<file path="src/sv/dld_pkg.sv">
package dld_pkg;

  // Default maximum string length.
  localparam int MAX_LEN_DEF = 32;

  // Width and saturation value of the distance field.
  localparam int DIST_W = 6;
  localparam int DIST_MAX = 63;

  // Request commands.
  localparam logic [1:0] CMD_LOAD_FIRST  = 2'd0;
  localparam logic [1:0] CMD_LOAD_SECOND = 2'd1;
  localparam logic [1:0] CMD_COMPUTE     = 2'd2;

  // One request: a command and a character byte.
  typedef struct packed {
    logic [1:0] cmd;
    logic [7:0] ch;
  } req_t;

  // One result: the edit distance and the dropped-character flag.
  typedef struct packed {
    logic [DIST_W-1:0] distance;
    logic              overflow;
  } rsp_t;

endpackage

</file>
<file path="src/sv/dld_ram.sv">
module dld_ram #(
  parameter int WIDTH = 8,
  parameter int DEPTH = 32
) (
  input  logic                                      clk,
  input  logic                                      wr_en,
  input  logic [((DEPTH > 1) ? $clog2(DEPTH) : 1)-1:0] wr_addr,
  input  logic [WIDTH-1:0]                          wr_data,
  input  logic [((DEPTH > 1) ? $clog2(DEPTH) : 1)-1:0] rd_addr,
  output logic [WIDTH-1:0]                          rd_data
);

  logic [WIDTH-1:0] mem [DEPTH];

  // One write port and one read port with registered read data.
  always_ff @(posedge clk) begin
    if (wr_en) begin
      mem[wr_addr] <= wr_data;
    end
    rd_data <= mem[rd_addr];
  end

endmodule

</file>
<file path="src/sv/dld_cell.sv">
module dld_cell #(
  parameter int DW = 6
) (
  input  logic [DW-1:0] up,
  input  logic [DW-1:0] left,
  input  logic [DW-1:0] diag,
  input  logic [DW-1:0] up2,
  input  logic [7:0]    a,
  input  logic [7:0]    b,
  input  logic [7:0]    a_prev,
  input  logic [7:0]    b_prev,
  input  logic          trans_ok,
  output logic [DW-1:0] min_cost
);

  logic [DW:0] del_cost;
  logic [DW:0] ins_cost;
  logic [DW:0] sub_cost;
  logic [DW:0] tra_cost;
  logic [DW:0] best_a;
  logic [DW:0] best_b;
  logic [DW:0] best_c;

  // Candidate costs, one bit wider so that the increment cannot wrap.
  assign del_cost = {1'b0, up} + (DW+1)'(1);
  assign ins_cost = {1'b0, left} + (DW+1)'(1);
  assign sub_cost = {1'b0, diag} + ((a != b) ? (DW+1)'(1) : (DW+1)'(0));
  assign tra_cost = {1'b0, up2} + (DW+1)'(1);

  // Minimum over the candidates; transposition only when the swapped pair matches.
  always_comb begin
    best_a = (del_cost < ins_cost) ? del_cost : ins_cost;
    best_b = (sub_cost < best_a) ? sub_cost : best_a;
    best_c = best_b;
    if (trans_ok && (a == b_prev) && (a_prev == b) && (tra_cost < best_b)) begin
      best_c = tra_cost;
    end
  end

  // The minimum never exceeds the longer string length, so it fits in DW bits.
  assign min_cost = best_c[DW-1:0];

endmodule

</file>
<file path="src/sv/damerau_levenshtein_distance.sv">
// Load requests are taken while idle and give no result.
// A compute request with both strings non-empty steps each row through S_ROW_RD and S_ROW_LD
// and each cell through S_CELL_RD and S_CELL_CALC, then S_FINISH; with an empty string it goes to S_FINISH.
// The single cell update unit handles one table cell per S_CELL_RD/S_CELL_CALC pair, paced by the
// registered read of the row memory; no request is taken while a compute is running.
// Reset clears both lengths, the overflow flag and the result valid; memories are not cleared.
module damerau_levenshtein_distance #(
  parameter int MAX_LEN = dld_pkg::MAX_LEN_DEF
) (
  input  logic          clk,
  input  logic          rst_n,
  input  logic          in_valid,
  output logic          in_stall,
  input  dld_pkg::req_t in_req,
  output logic          out_valid,
  input  logic          out_stall,
  output dld_pkg::rsp_t out_rsp
);

  localparam int LW = $clog2(MAX_LEN + 1);
  localparam int AW = (MAX_LEN > 1) ? $clog2(MAX_LEN) : 1;
  localparam int EW = (LW > dld_pkg::DIST_W) ? LW : dld_pkg::DIST_W;

  typedef enum logic [5:0] {
    S_IDLE      = 6'b000001,
    S_ROW_RD    = 6'b000010,
    S_ROW_LD    = 6'b000100,
    S_CELL_RD   = 6'b001000,
    S_CELL_CALC = 6'b010000,
    S_FINISH    = 6'b100000
  } state_t;

  state_t        state_r, state_nxt;
  logic [LW-1:0] len1_r, len1_nxt;
  logic [LW-1:0] len2_r, len2_nxt;
  logic          drop_r, drop_nxt;
  logic          out_valid_r, out_valid_nxt;
  dld_pkg::rsp_t out_rsp_r, out_rsp_nxt;
  logic [LW-1:0] i_r, i_nxt;
  logic [LW-1:0] j_r, j_nxt;
  logic [7:0]    a_r, a_nxt;
  logic [7:0]    a_prev_r, a_prev_nxt;
  logic [7:0]    b_prev_r, b_prev_nxt;
  logic [LW-1:0] left_r, left_nxt;
  logic [LW-1:0] diag_r, diag_nxt;
  logic [LW-1:0] p1_r, p1_nxt;
  logic [LW-1:0] p2_r, p2_nxt;

  logic          in_acc;
  logic          first_wr;
  logic          second_wr;
  logic          row_wr;
  logic [LW-1:0] i_m1;
  logic [LW-1:0] j_m1;
  logic [7:0]    first_rd;
  logic [7:0]    second_rd;
  logic [2*LW-1:0] row_rd;
  logic [LW-1:0] up_val;
  logic [LW-1:0] up2_val;
  logic [LW-1:0] cell_dist;
  logic          trans_ok;
  logic [EW-1:0] left_ext;
  logic [dld_pkg::DIST_W-1:0] dist_sat;

  // Handshake: requests are taken only while idle.
  assign in_stall  = (state_r != S_IDLE);
  assign in_acc    = in_valid && (state_r == S_IDLE);
  assign out_valid = out_valid_r;
  assign out_rsp   = out_rsp_r;

  // Appends go to the next free slot of the chosen string.
  assign first_wr  = in_acc && (in_req.cmd == dld_pkg::CMD_LOAD_FIRST)
                     && (len1_r < LW'(MAX_LEN));
  assign second_wr = in_acc && (in_req.cmd == dld_pkg::CMD_LOAD_SECOND)
                     && (len2_r < LW'(MAX_LEN));
  assign row_wr    = (state_r == S_CELL_CALC);
  assign i_m1      = i_r - LW'(1);
  assign j_m1      = j_r - LW'(1);

  dld_ram #(.WIDTH(8), .DEPTH(MAX_LEN)) u_first_ram (
    .clk     (clk),
    .wr_en   (first_wr),
    .wr_addr (len1_r[AW-1:0]),
    .wr_data (in_req.ch),
    .rd_addr (i_m1[AW-1:0]),
    .rd_data (first_rd)
  );

  dld_ram #(.WIDTH(8), .DEPTH(MAX_LEN)) u_second_ram (
    .clk     (clk),
    .wr_en   (second_wr),
    .wr_addr (len2_r[AW-1:0]),
    .wr_data (in_req.ch),
    .rd_addr (j_m1[AW-1:0]),
    .rd_data (second_rd)
  );

  // Each row word holds the column's value in the previous row (upper half)
  // and in the row before that (lower half).
  dld_ram #(.WIDTH(2*LW), .DEPTH(MAX_LEN)) u_row_ram (
    .clk     (clk),
    .wr_en   (row_wr),
    .wr_addr (j_m1[AW-1:0]),
    .wr_data ({cell_dist, up_val}),
    .rd_addr (j_m1[AW-1:0]),
    .rd_data (row_rd)
  );

  // In the first row the row above is the column index itself.
  assign up_val   = (i_r == LW'(1)) ? j_r : row_rd[2*LW-1:LW];
  assign up2_val  = row_rd[LW-1:0];
  assign trans_ok = (i_r > LW'(1)) && (j_r > LW'(1));

  dld_cell #(.DW(LW)) u_cell (
    .up       (up_val),
    .left     (left_r),
    .diag     (diag_r),
    .up2      (p2_r),
    .a        (a_r),
    .b        (second_rd),
    .a_prev   (a_prev_r),
    .b_prev   (b_prev_r),
    .trans_ok (trans_ok),
    .min_cost (cell_dist)
  );

  // Saturate the distance to the output field width.
  assign left_ext = EW'(left_r);
  assign dist_sat = (left_ext > EW'(dld_pkg::DIST_MAX))
                    ? dld_pkg::DIST_W'(dld_pkg::DIST_MAX)
                    : left_ext[dld_pkg::DIST_W-1:0];

  // Sequencer: a row start through S_ROW_RD and S_ROW_LD, then S_CELL_RD and S_CELL_CALC for each cell.
  always_comb begin
    state_nxt     = state_r;
    len1_nxt      = len1_r;
    len2_nxt      = len2_r;
    drop_nxt      = drop_r;
    out_valid_nxt = out_valid_r && out_stall;
    out_rsp_nxt   = out_rsp_r;
    i_nxt         = i_r;
    j_nxt         = j_r;
    a_nxt         = a_r;
    a_prev_nxt    = a_prev_r;
    b_prev_nxt    = b_prev_r;
    left_nxt      = left_r;
    diag_nxt      = diag_r;
    p1_nxt        = p1_r;
    p2_nxt        = p2_r;
    case (state_r)
      S_IDLE: begin
        if (in_acc) begin
          case (in_req.cmd)
            dld_pkg::CMD_LOAD_FIRST: begin
              if (first_wr) begin
                len1_nxt = len1_r + LW'(1);
              end else begin
                drop_nxt = 1'b1;
              end
            end
            dld_pkg::CMD_LOAD_SECOND: begin
              if (second_wr) begin
                len2_nxt = len2_r + LW'(1);
              end else begin
                drop_nxt = 1'b1;
              end
            end
            dld_pkg::CMD_COMPUTE: begin
              if ((len1_r == '0) || (len2_r == '0)) begin
                // With an empty string the distance is the other length.
                left_nxt  = len1_r | len2_r;
                state_nxt = S_FINISH;
              end else begin
                i_nxt     = LW'(1);
                state_nxt = S_ROW_RD;
              end
            end
            default: begin
            end
          endcase
        end
      end
      S_ROW_RD: begin
        state_nxt = S_ROW_LD;
      end
      S_ROW_LD: begin
        // Column zero of rows i, i-1 and i-2 holds the row index.
        a_prev_nxt = a_r;
        a_nxt      = first_rd;
        j_nxt      = LW'(1);
        left_nxt   = i_r;
        diag_nxt   = i_r - LW'(1);
        p1_nxt     = i_r - LW'(2);
        state_nxt  = S_CELL_RD;
      end
      S_CELL_RD: begin
        state_nxt = S_CELL_CALC;
      end
      S_CELL_CALC: begin
        left_nxt   = cell_dist;
        diag_nxt   = up_val;
        p2_nxt     = p1_r;
        p1_nxt     = up2_val;
        b_prev_nxt = second_rd;
        if (j_r == len2_r) begin
          if (i_r == len1_r) begin
            state_nxt = S_FINISH;
          end else begin
            i_nxt     = i_r + LW'(1);
            state_nxt = S_ROW_RD;
          end
        end else begin
          j_nxt     = j_r + LW'(1);
          state_nxt = S_CELL_RD;
        end
      end
      S_FINISH: begin
        // Wait for the output register to be free, then clear both strings.
        if (!out_valid_r || !out_stall) begin
          out_valid_nxt        = 1'b1;
          out_rsp_nxt.distance = dist_sat;
          out_rsp_nxt.overflow = drop_r;
          len1_nxt             = '0;
          len2_nxt             = '0;
          drop_nxt             = 1'b0;
          state_nxt            = S_IDLE;
        end
      end
      default: begin
        state_nxt = S_IDLE;
      end
    endcase
  end

  // Control registers.
  always_ff @(posedge clk) begin
    if (!rst_n) begin
      state_r     <= S_IDLE;
      len1_r      <= '0;
      len2_r      <= '0;
      drop_r      <= 1'b0;
      out_valid_r <= 1'b0;
    end else begin
      state_r     <= state_nxt;
      len1_r      <= len1_nxt;
      len2_r      <= len2_nxt;
      drop_r      <= drop_nxt;
      out_valid_r <= out_valid_nxt;
    end
  end

  // Datapath registers.
  always_ff @(posedge clk) begin
    out_rsp_r <= out_rsp_nxt;
    i_r       <= i_nxt;
    j_r       <= j_nxt;
    a_r       <= a_nxt;
    a_prev_r  <= a_prev_nxt;
    b_prev_r  <= b_prev_nxt;
    left_r    <= left_nxt;
    diag_r    <= diag_nxt;
    p1_r      <= p1_nxt;
    p2_r      <= p2_nxt;
  end

endmodule

</file>
<file path="config.mk">
export PLATFORM = sky130hd
export DESIGN_NAME = damerau_levenshtein_distance
export DESIGN_NICKNAME = d
export VERILOG_FILES = /design/src/sv/dld_pkg.sv /design/src/sv/dld_ram.sv /design/src/sv/dld_cell.sv /design/src/sv/damerau_levenshtein_distance.sv
export SDC_FILE = /design/constraint.sdc
export NUM_CORES = 1
export LEC_CHECK = 0
export ABC_AREA = 1
export ABC_CLOCK_PERIOD_IN_PS = 7060
export BUFFER_PORTS_ARGS = -buffer_cell sky130_fd_sc_hd__clkbuf_2
export CORE_AREA = 2 2 345 347
export CTS_BUF_LIST = sky130_fd_sc_hd__clkbuf_4
export DETAILED_ROUTE_END_ITERATION = 10
export DIE_AREA = 0 0 347 349
export GPL_ROUTABILITY_DRIVEN = 0
export PLACE_DENSITY = 0.63
export REMOVE_ABC_BUFFERS = 1
export SKIP_CTS_REPAIR_TIMING = 1
export SLEW_MARGIN = 15
export SYNTH_ARGS = -nofsm -noshare
export SYNTH_HDL_FRONTEND = slang
export SYNTH_HIERARCHICAL = 1
export SYNTH_SLANG_ARGS = --single-unit
export TNS_END_PERCENT = 50
</file>
<file path="constraint.sdc">
create_clock -name clk -period 7.06 [get_ports clk]
set_clock_uncertainty 0.15 [all_clocks]
set_input_delay 0.706 -clock clk [delete_from_list [all_inputs] [get_ports clk]]
set_output_delay 0.706 -clock clk [all_outputs]
set_load 0.02 [all_outputs]
</file>
Yosys cells after proc, flatten, opt, wreduce, memory -nomap -nowiden
Memories as Yosys holds them, arrays and structs flattened. A register that Yosys moved wholly into a read port is not among the register bits.
Cells that the tools add are included.
Storage, ports and cells
  output and inout bits: 9
  RAM bits: 896
  flip-flop bits (word level): 87
  input bits: 14
  memories: 3
Operators by class
  $lt $le $gt $ge: 8
  reductions and logical operators: 29
  bitwise logic cells: 1
  mux-type cells: 49
  equal/unequal tests: 30
  add/sub/neg operators: 11
Memories
  u_row_ram.mem: depth 32, bits a word 12, rd ports 1, clocked after memory_dff 1, write ports 1, RTL line dld_ram.sv:13  | logic [WIDTH-1:0] mem [DEPTH];
  u_first_ram.mem: depth 32, bits a word 8, rd ports 1, clocked after memory_dff 1, write ports 1, RTL line dld_ram.sv:13
  u_second_ram.mem: depth 32, bits a word 8, rd ports 1, clocked after memory_dff 1, write ports 1, RTL line dld_ram.sv:13
Operators by type and width (count)
  $mux 6: 24
  $pmux 6 s2: 6
  $pmux 6 s6: 1
  $add 6x1->6 const B: 4
  $add 6x1->7 const B: 3
  $lt 7x7->1: 3
  $pmux 6 s3: 1
  $eq 8x8->1: 2
  $mux 7: 2
  $ne 2x2->1 const B: 7
  $mux 1: 13
  $eq 6x1->1 const B: 2
  $eq 6x6->1: 2
  $gt 6x1->1 const B: 2
  $logic_not 6->1: 2
  $lt 6x6->1 const B: 2
  $reduce_and 6->1: 2
  $logic_and 1x1->1: 10
  $ne 2x1->1 const B: 5
  $reduce_and 5->1: 2
  $ne 8x8->1: 1
  $add 6x7->7: 1
  $eq 6x2->1 const B: 1
  $eq 6x3->1 const B: 1
  other kinds (22): 29

Logic depth before layout (Yosys ltp)
  depth in word-level cells: 11
  gate-level depth with buffers: 44

Hierarchy
Netlist, hierarchy kept.
Modules (own cells, without submodules)
  dld_ram (u_first_ram ...): instances 2, sequential area each 7847.5 um^2, area an instance 10786.6 um^2, cells each 922
  dld_ram (u_row_ram): instances 1, sequential area each 11771.3 um^2, area an instance 15899.0 um^2, cells each 1358
  damerau_levenshtein_distance: instances 1, sequential area each 2412.3 um^2, area an instance 4175.3 um^2, cells each 417
  dld_cell: instances 1, sequential area each 0.0 um^2, area an instance 1401.3 um^2, cells each 240

Least setup slack after synthesis
No wires, ideal clock.
  path kind: register -> register
  start point: register i_r[2]
  end point: register left_r[0], in the netlist left_ext[0], data pin
  setup time: 0.268 ns
  stages on the path, launching flop included: 39
  buffers on the path: 2
  slack: -0.563 ns
  period minus slack after synthesis: 7.623 ns
  arrival: 7.204 ns
  cell sequence: edfxtp_1 nor2_1 nand3_1 inv_1 nand2_2 o21ai_0 ha_1 nand2_1 inv_2 nor2_1 ha_1 a21oi_1 nand2_1 nand2_1 nand3_1 nand3_2 nand2_2 buf_2 [... 3 more ...] nor2_1 a211oi_1 nand2_2 buf_4 nand2_1 o21ai_0 ha_1 nand2_1 o21ai_1 a221oi_1 o2111a_1 nand4_1 a2111oi_4 nand2_4 nand2_1 nand2_1 nand2_1 o211ai_1
Between the ends
  word-level cells in the longest chain between the ends: 11
  elaborated cells on any way between the ends: 15
  those cells by class: 1 x add/sub; 4 x order compare; 1 x eq/ne; 5 x mux; 4 x reduce/logical
RTL lines
  start, declared: RTL line damerau_levenshtein_distance.sv:39  | logic [LW-1:0] i_r, i_nxt;
  start signal, assigned: RTL line damerau_levenshtein_distance.sv:255  | i_r <= i_nxt;
  $eq 6x1->1 *: RTL line damerau_levenshtein_distance.sv:110  | assign up_val = (i_r == LW'(1)) ? j_r : row_rd[2*LW-1:LW];
  $mux 6 *: RTL line damerau_levenshtein_distance.sv:110
  via up_val[1]: RTL line damerau_levenshtein_distance.sv:58  | logic [LW-1:0] up_val;
  $add 6x1->7 *: RTL line dld_cell.sv:25  | assign del_cost = {1'b0, up} + (DW+1)'(1);
  $lt 7x7->1: RTL line dld_cell.sv:32  | best_a = (del_cost < ins_cost) ? del_cost : ins_cost;
  $mux 7 *: RTL line dld_cell.sv:32
  $lt 7x7->1: RTL line dld_cell.sv:33  | best_b = (sub_cost < best_a) ? sub_cost : best_a;
  $mux 7 *: RTL line dld_cell.sv:33
  $lt 7x7->1: RTL line dld_cell.sv:35  | if (trans_ok && (a == b_prev) && (a_prev == b) && (tra_cost < best_b)) begin
  $logic_and 1x1->1: RTL line dld_cell.sv:35
  $mux 6 *: RTL line dld_cell.sv:35
  via cell_dist[0]: RTL line damerau_levenshtein_distance.sv:60  | logic [LW-1:0] cell_dist;
  $pmux 6 s3 *: RTL line damerau_levenshtein_distance.sv:150  | case (state_r)
  via left_nxt[0]: RTL line damerau_levenshtein_distance.sv:44  | logic [LW-1:0] left_r, left_nxt;
  end signal, assigned: RTL line damerau_levenshtein_distance.sv:260  | left_r <= left_nxt;
  end, declared: RTL line damerau_levenshtein_distance.sv:44
The timed path passes the listed nets; every way through them passes the cells marked *.
A chain may end at the register's enable or synchronous reset.

Worst setup path after layout
  start point: register i_r[2]
  end point: memory u_row_ram/mem[0][11] in the netlist's numbering, data pin
Between the ends
  word-level cells in the longest chain between the ends: 10
  elaborated cells on any way between the ends: 14
  those cells by class: 1 x add/sub; 4 x order compare; 1 x eq/ne; 4 x mux; 4 x reduce/logical
RTL lines (RTL line)
  $eq 6x1->1 *: damerau_levenshtein_distance.sv:110
  $mux 6 *: damerau_levenshtein_distance.sv:110
  via up_val[2]: damerau_levenshtein_distance.sv:58
  $add 6x1->7 *: dld_cell.sv:25
  $lt 7x7->1: dld_cell.sv:32
  $mux 7 *: dld_cell.sv:32
  $lt 7x7->1: dld_cell.sv:33
  $mux 7 *: dld_cell.sv:33
  $lt 7x7->1: dld_cell.sv:35
  $logic_and 1x1->1: dld_cell.sv:35
  $mux 6 *: dld_cell.sv:35
  via cell_dist[5]: damerau_levenshtein_distance.sv:60
  end, declared: dld_ram.sv:13
Marks and branches as above.

==> impl_metrics.toml <==
[drt]
wl_per_cell_um = 19.0
wl_met2_um = 51700
m1WireLength_um = 46100
ant_nets = 0
vias = 29200
wl_met3_um = 8790
top_layer = "met5"
dr.pass1.iters = 6
drc_errors = 0
viasPerCell = 5.10
initialDrtViolationCount = 2977
finalWirelength_um = 109000

[logic_synthesis]
synth_top_area_share_pct = 67.2
dominantRegCellSynth = "edfxtp_1"
syn-cell-area_mm2 = 0.0430
ys_types = 52
synthTopCellsByArea = "edfxtp_1 (67%), nand2_1 (12%), nand3_1 (8.7%), dfxtp_1 (2.2%), nor2_1 (1.3%)"
synthesis.instances = 3859
ys_seq_elements = 1011
yosysWarningCount = 6
synth.avg_cell_area_um2 = 11.2
async_flop_share_pct = 0
yosys.area.top_type = "edfxtp_1"
ys_seq_area_share_pct = 69.4
synth-edff-count = 963

[timing]
layout_min_cycle_time_ns = 6.55
fin_setup_tns_ns = 0
drv_slew = 0
hold_viol_final = 0
fin_crit_sh_pct = 92.8
fin_hold_ws_ns = 0.123
fmax_mhz = 153
relSlewSlack_pct = 19.6
grt_setup_unrepaired = "false"
setup_viol_count_final = 0
tightest_slew_ns = 1.20

[clock_network]
cts_tree = "built"
cts_root_buf = "clkbuf_4"
clkTransAtPathRegs_ns = 0.07
cts_sinks = 1011
cts_max_level = 4
clk_latency_ns = 1.10
clk_path_buf_depth = 3
cts_buffers = 240

[worst_setup_path]
crit_path_end_kind = "flop"
critical_path_class = "flop to flop"
reg2regPathDepth = 36
cp-start-kind = "flop"
critPathLaunch = "i_r[2]$_SDFFCE_PN0P_"
cp_slowest_cell = "edfxtp_1"
max_stage_delay_ns = 0.38
r2r-start = "i_r[2]$_SDFFCE_PN0P_"
worst-path-max-fanout = 32
cpLargestDelayFamily = "simple AND/OR/NAND/NOR gates"
cp.depth = 36
cp.required_ns = 7.77
worstPathArrival_ns = 7.26
timing.critical_path.mode_cell = "nand3_1"
path_buf_inv = 7
reg2reg_setup_slack_ns = 0.51

[final_layout]
drive_gt1_share_pct = 13.4
postLayoutCellArea_mm2 = 0.0476
layout.nets = 4050
area_delta_synth_final_pct = 10.6
num-fill-cells = 11100
fin_util_pct = 40.6
final_cell_count_no_fill = 5728

[global_route]
grtUsageTotal_pct = 17.8
grt_pass1_vias = 28100
grt_max_degree = 128
grt_pass1_wl_um = 167000
antenna_found_initial = 6
overflow = 0

[placed_design]
dp_cells = 5283
place_area_mm2 = 0.0444
dp.final_hpwl_um = 61800
buffer_ports.inserted = 22

[flow_run]
max_cap_violations = 0

[power]
vdd.ir_drop.worst_mv = 0.184
power.leakage_nw = 17.6
p_per_area_mw_per_mm2 = 278

[die]
num_io_pins = 23
start_util_pct = 36.7
die_area_mm2 = 0.121
fp.coreArea_mm2 = 0.117
std_cell_rows = 126
die_h_um = 349
die_x_um = 347

[worst_hold_path]
hold_class = "input port to flop"
hold_depth = 2
min-delay-start = "in_req[2]"

[run_status]
status = "finished, final reports clean"
==> synthesized netlist by cell type, types with 4 or more instances <==
master    number
nor3_1         8
a31oi_1        4
buf_2         75
inv_2         10
or2_2          9
o21ai_0       40
buf_1         11
xnor2_1        7
inv_1        100
xor2_1        30
nand4_1       13
nand2_4        4
nand2_1     1400
nand2_2        7
clkbuf_1      34
buf_4         31
edfxtp_1     963
dfxtp_1       48
a21oi_1       22
nor2_1       152
buf_6         49
nand3_1      749
o211ai_1       7
nor4_1         4
o21ai_1        9
ha_1          34
==> layout by cell type, fill, tap and decap left out, types with 27 or more instances in the layout <==
cell type / n
nand2_1: 1399
edfxtp_1: 963
nand3_1: 749
clkbuf_4: 359
nor2_1: 128
inv_1: 94
buf_4: 69
clkinv_1: 52
dfxtp_1: 48
o21ai_0: 35
ha_1: 34
nor2_2: 27
==> where the power goes <==
part	internal (mW)	switching, mW	total [mW]
registers	7.02	0.0781	7.09
logic	0.403	1.04	1.45
clock network	2.39	2.29	4.68
total	9.81	3.41	13.2
==> state kept, by name, indices dropped and copies added, names as in the netlist, 6 cells and up <==
signal,count
a_r,8
u_first_ram/rd_data,8
p1_r,6
u_first_ram/mem,256
a_prev_r,8
left_ext,6
j_r,6
u_row_ram/rd_data,12
u_second_ram/rd_data,8
len2_r,6
u_row_ram/mem,384
diag_r,6
i_r,6
state_r,6
out_rsp,7
u_second_ram/mem,256
p2_r,6
len1_r,6
b_prev_r,8
==> metrics by stage <==
step	total power [mW]	worst slack [ns]
after floorplan	8.05	-4.16
after global placement	8.55	0.271
after global routing	13.8	0.0367
after detailed placement	8.59	0.00426
after CTS	13.3	-0.0455
final	13.2	0.511
==> kinds of logic after synthesis <==
logic type / share of synthesized area (%)
compound gates: 1.40
xor+xnor: 0.753
fa+ha+maj: 0.988
buf+inv: 4.08
flops: 69.4
simple gates: 23.4
==> final timing paths <==
| path | endpoint |
|---|---|
| worst min register to register | a_r[7]$_DFFE_PN_ |
| worst max register to register | u_row_ram/mem[0][11]$_DFFE_PP_ |
| worst max-delay path | u_row_ram/mem[0][11]$_DFFE_PP_ |
| worst min-delay path | u_second_ram/mem[12][2]$_DFFE_PP_ |
==> worst register-to-register path: cells and delay by family (launching register included) <==
family | cells | cell delay [ns]
compound gates | 9 | 1.54
simple gates | 16 | 1.88
flops | 1 | 0.38
fa+ha+maj | 3 | 0.90
buf+inv | 7 | 1.27
xor+xnor | 1 | 0.20
==> per-layer routing <==
metal / track usage (%) / vias to the layer above
met5: 0 / -
met4: 6.17 / 6
met3: 3.68 / 180
met2: 28.6 / 1180
met1: 24.1 / 14000
li1: - / 13800
==> area by class of cell <==
cell class / count / area, um^2 / area share [%]
diodes: 3 / 7.51 / 0.0158
multi-input cells: 2535 / 11600 / 24.3
repair buffers: 101 / 748 / 1.57
inverters: 113 / 453 / 0.951
well taps: 1536 / 1920 / 4.04
clock inverters: 70 / 359 / 0.754
flip-flops and latches: 1011 / 29900 / 62.7
clock buffers: 359 / 2700 / 5.66
Power figures use the tool's default switching activity.
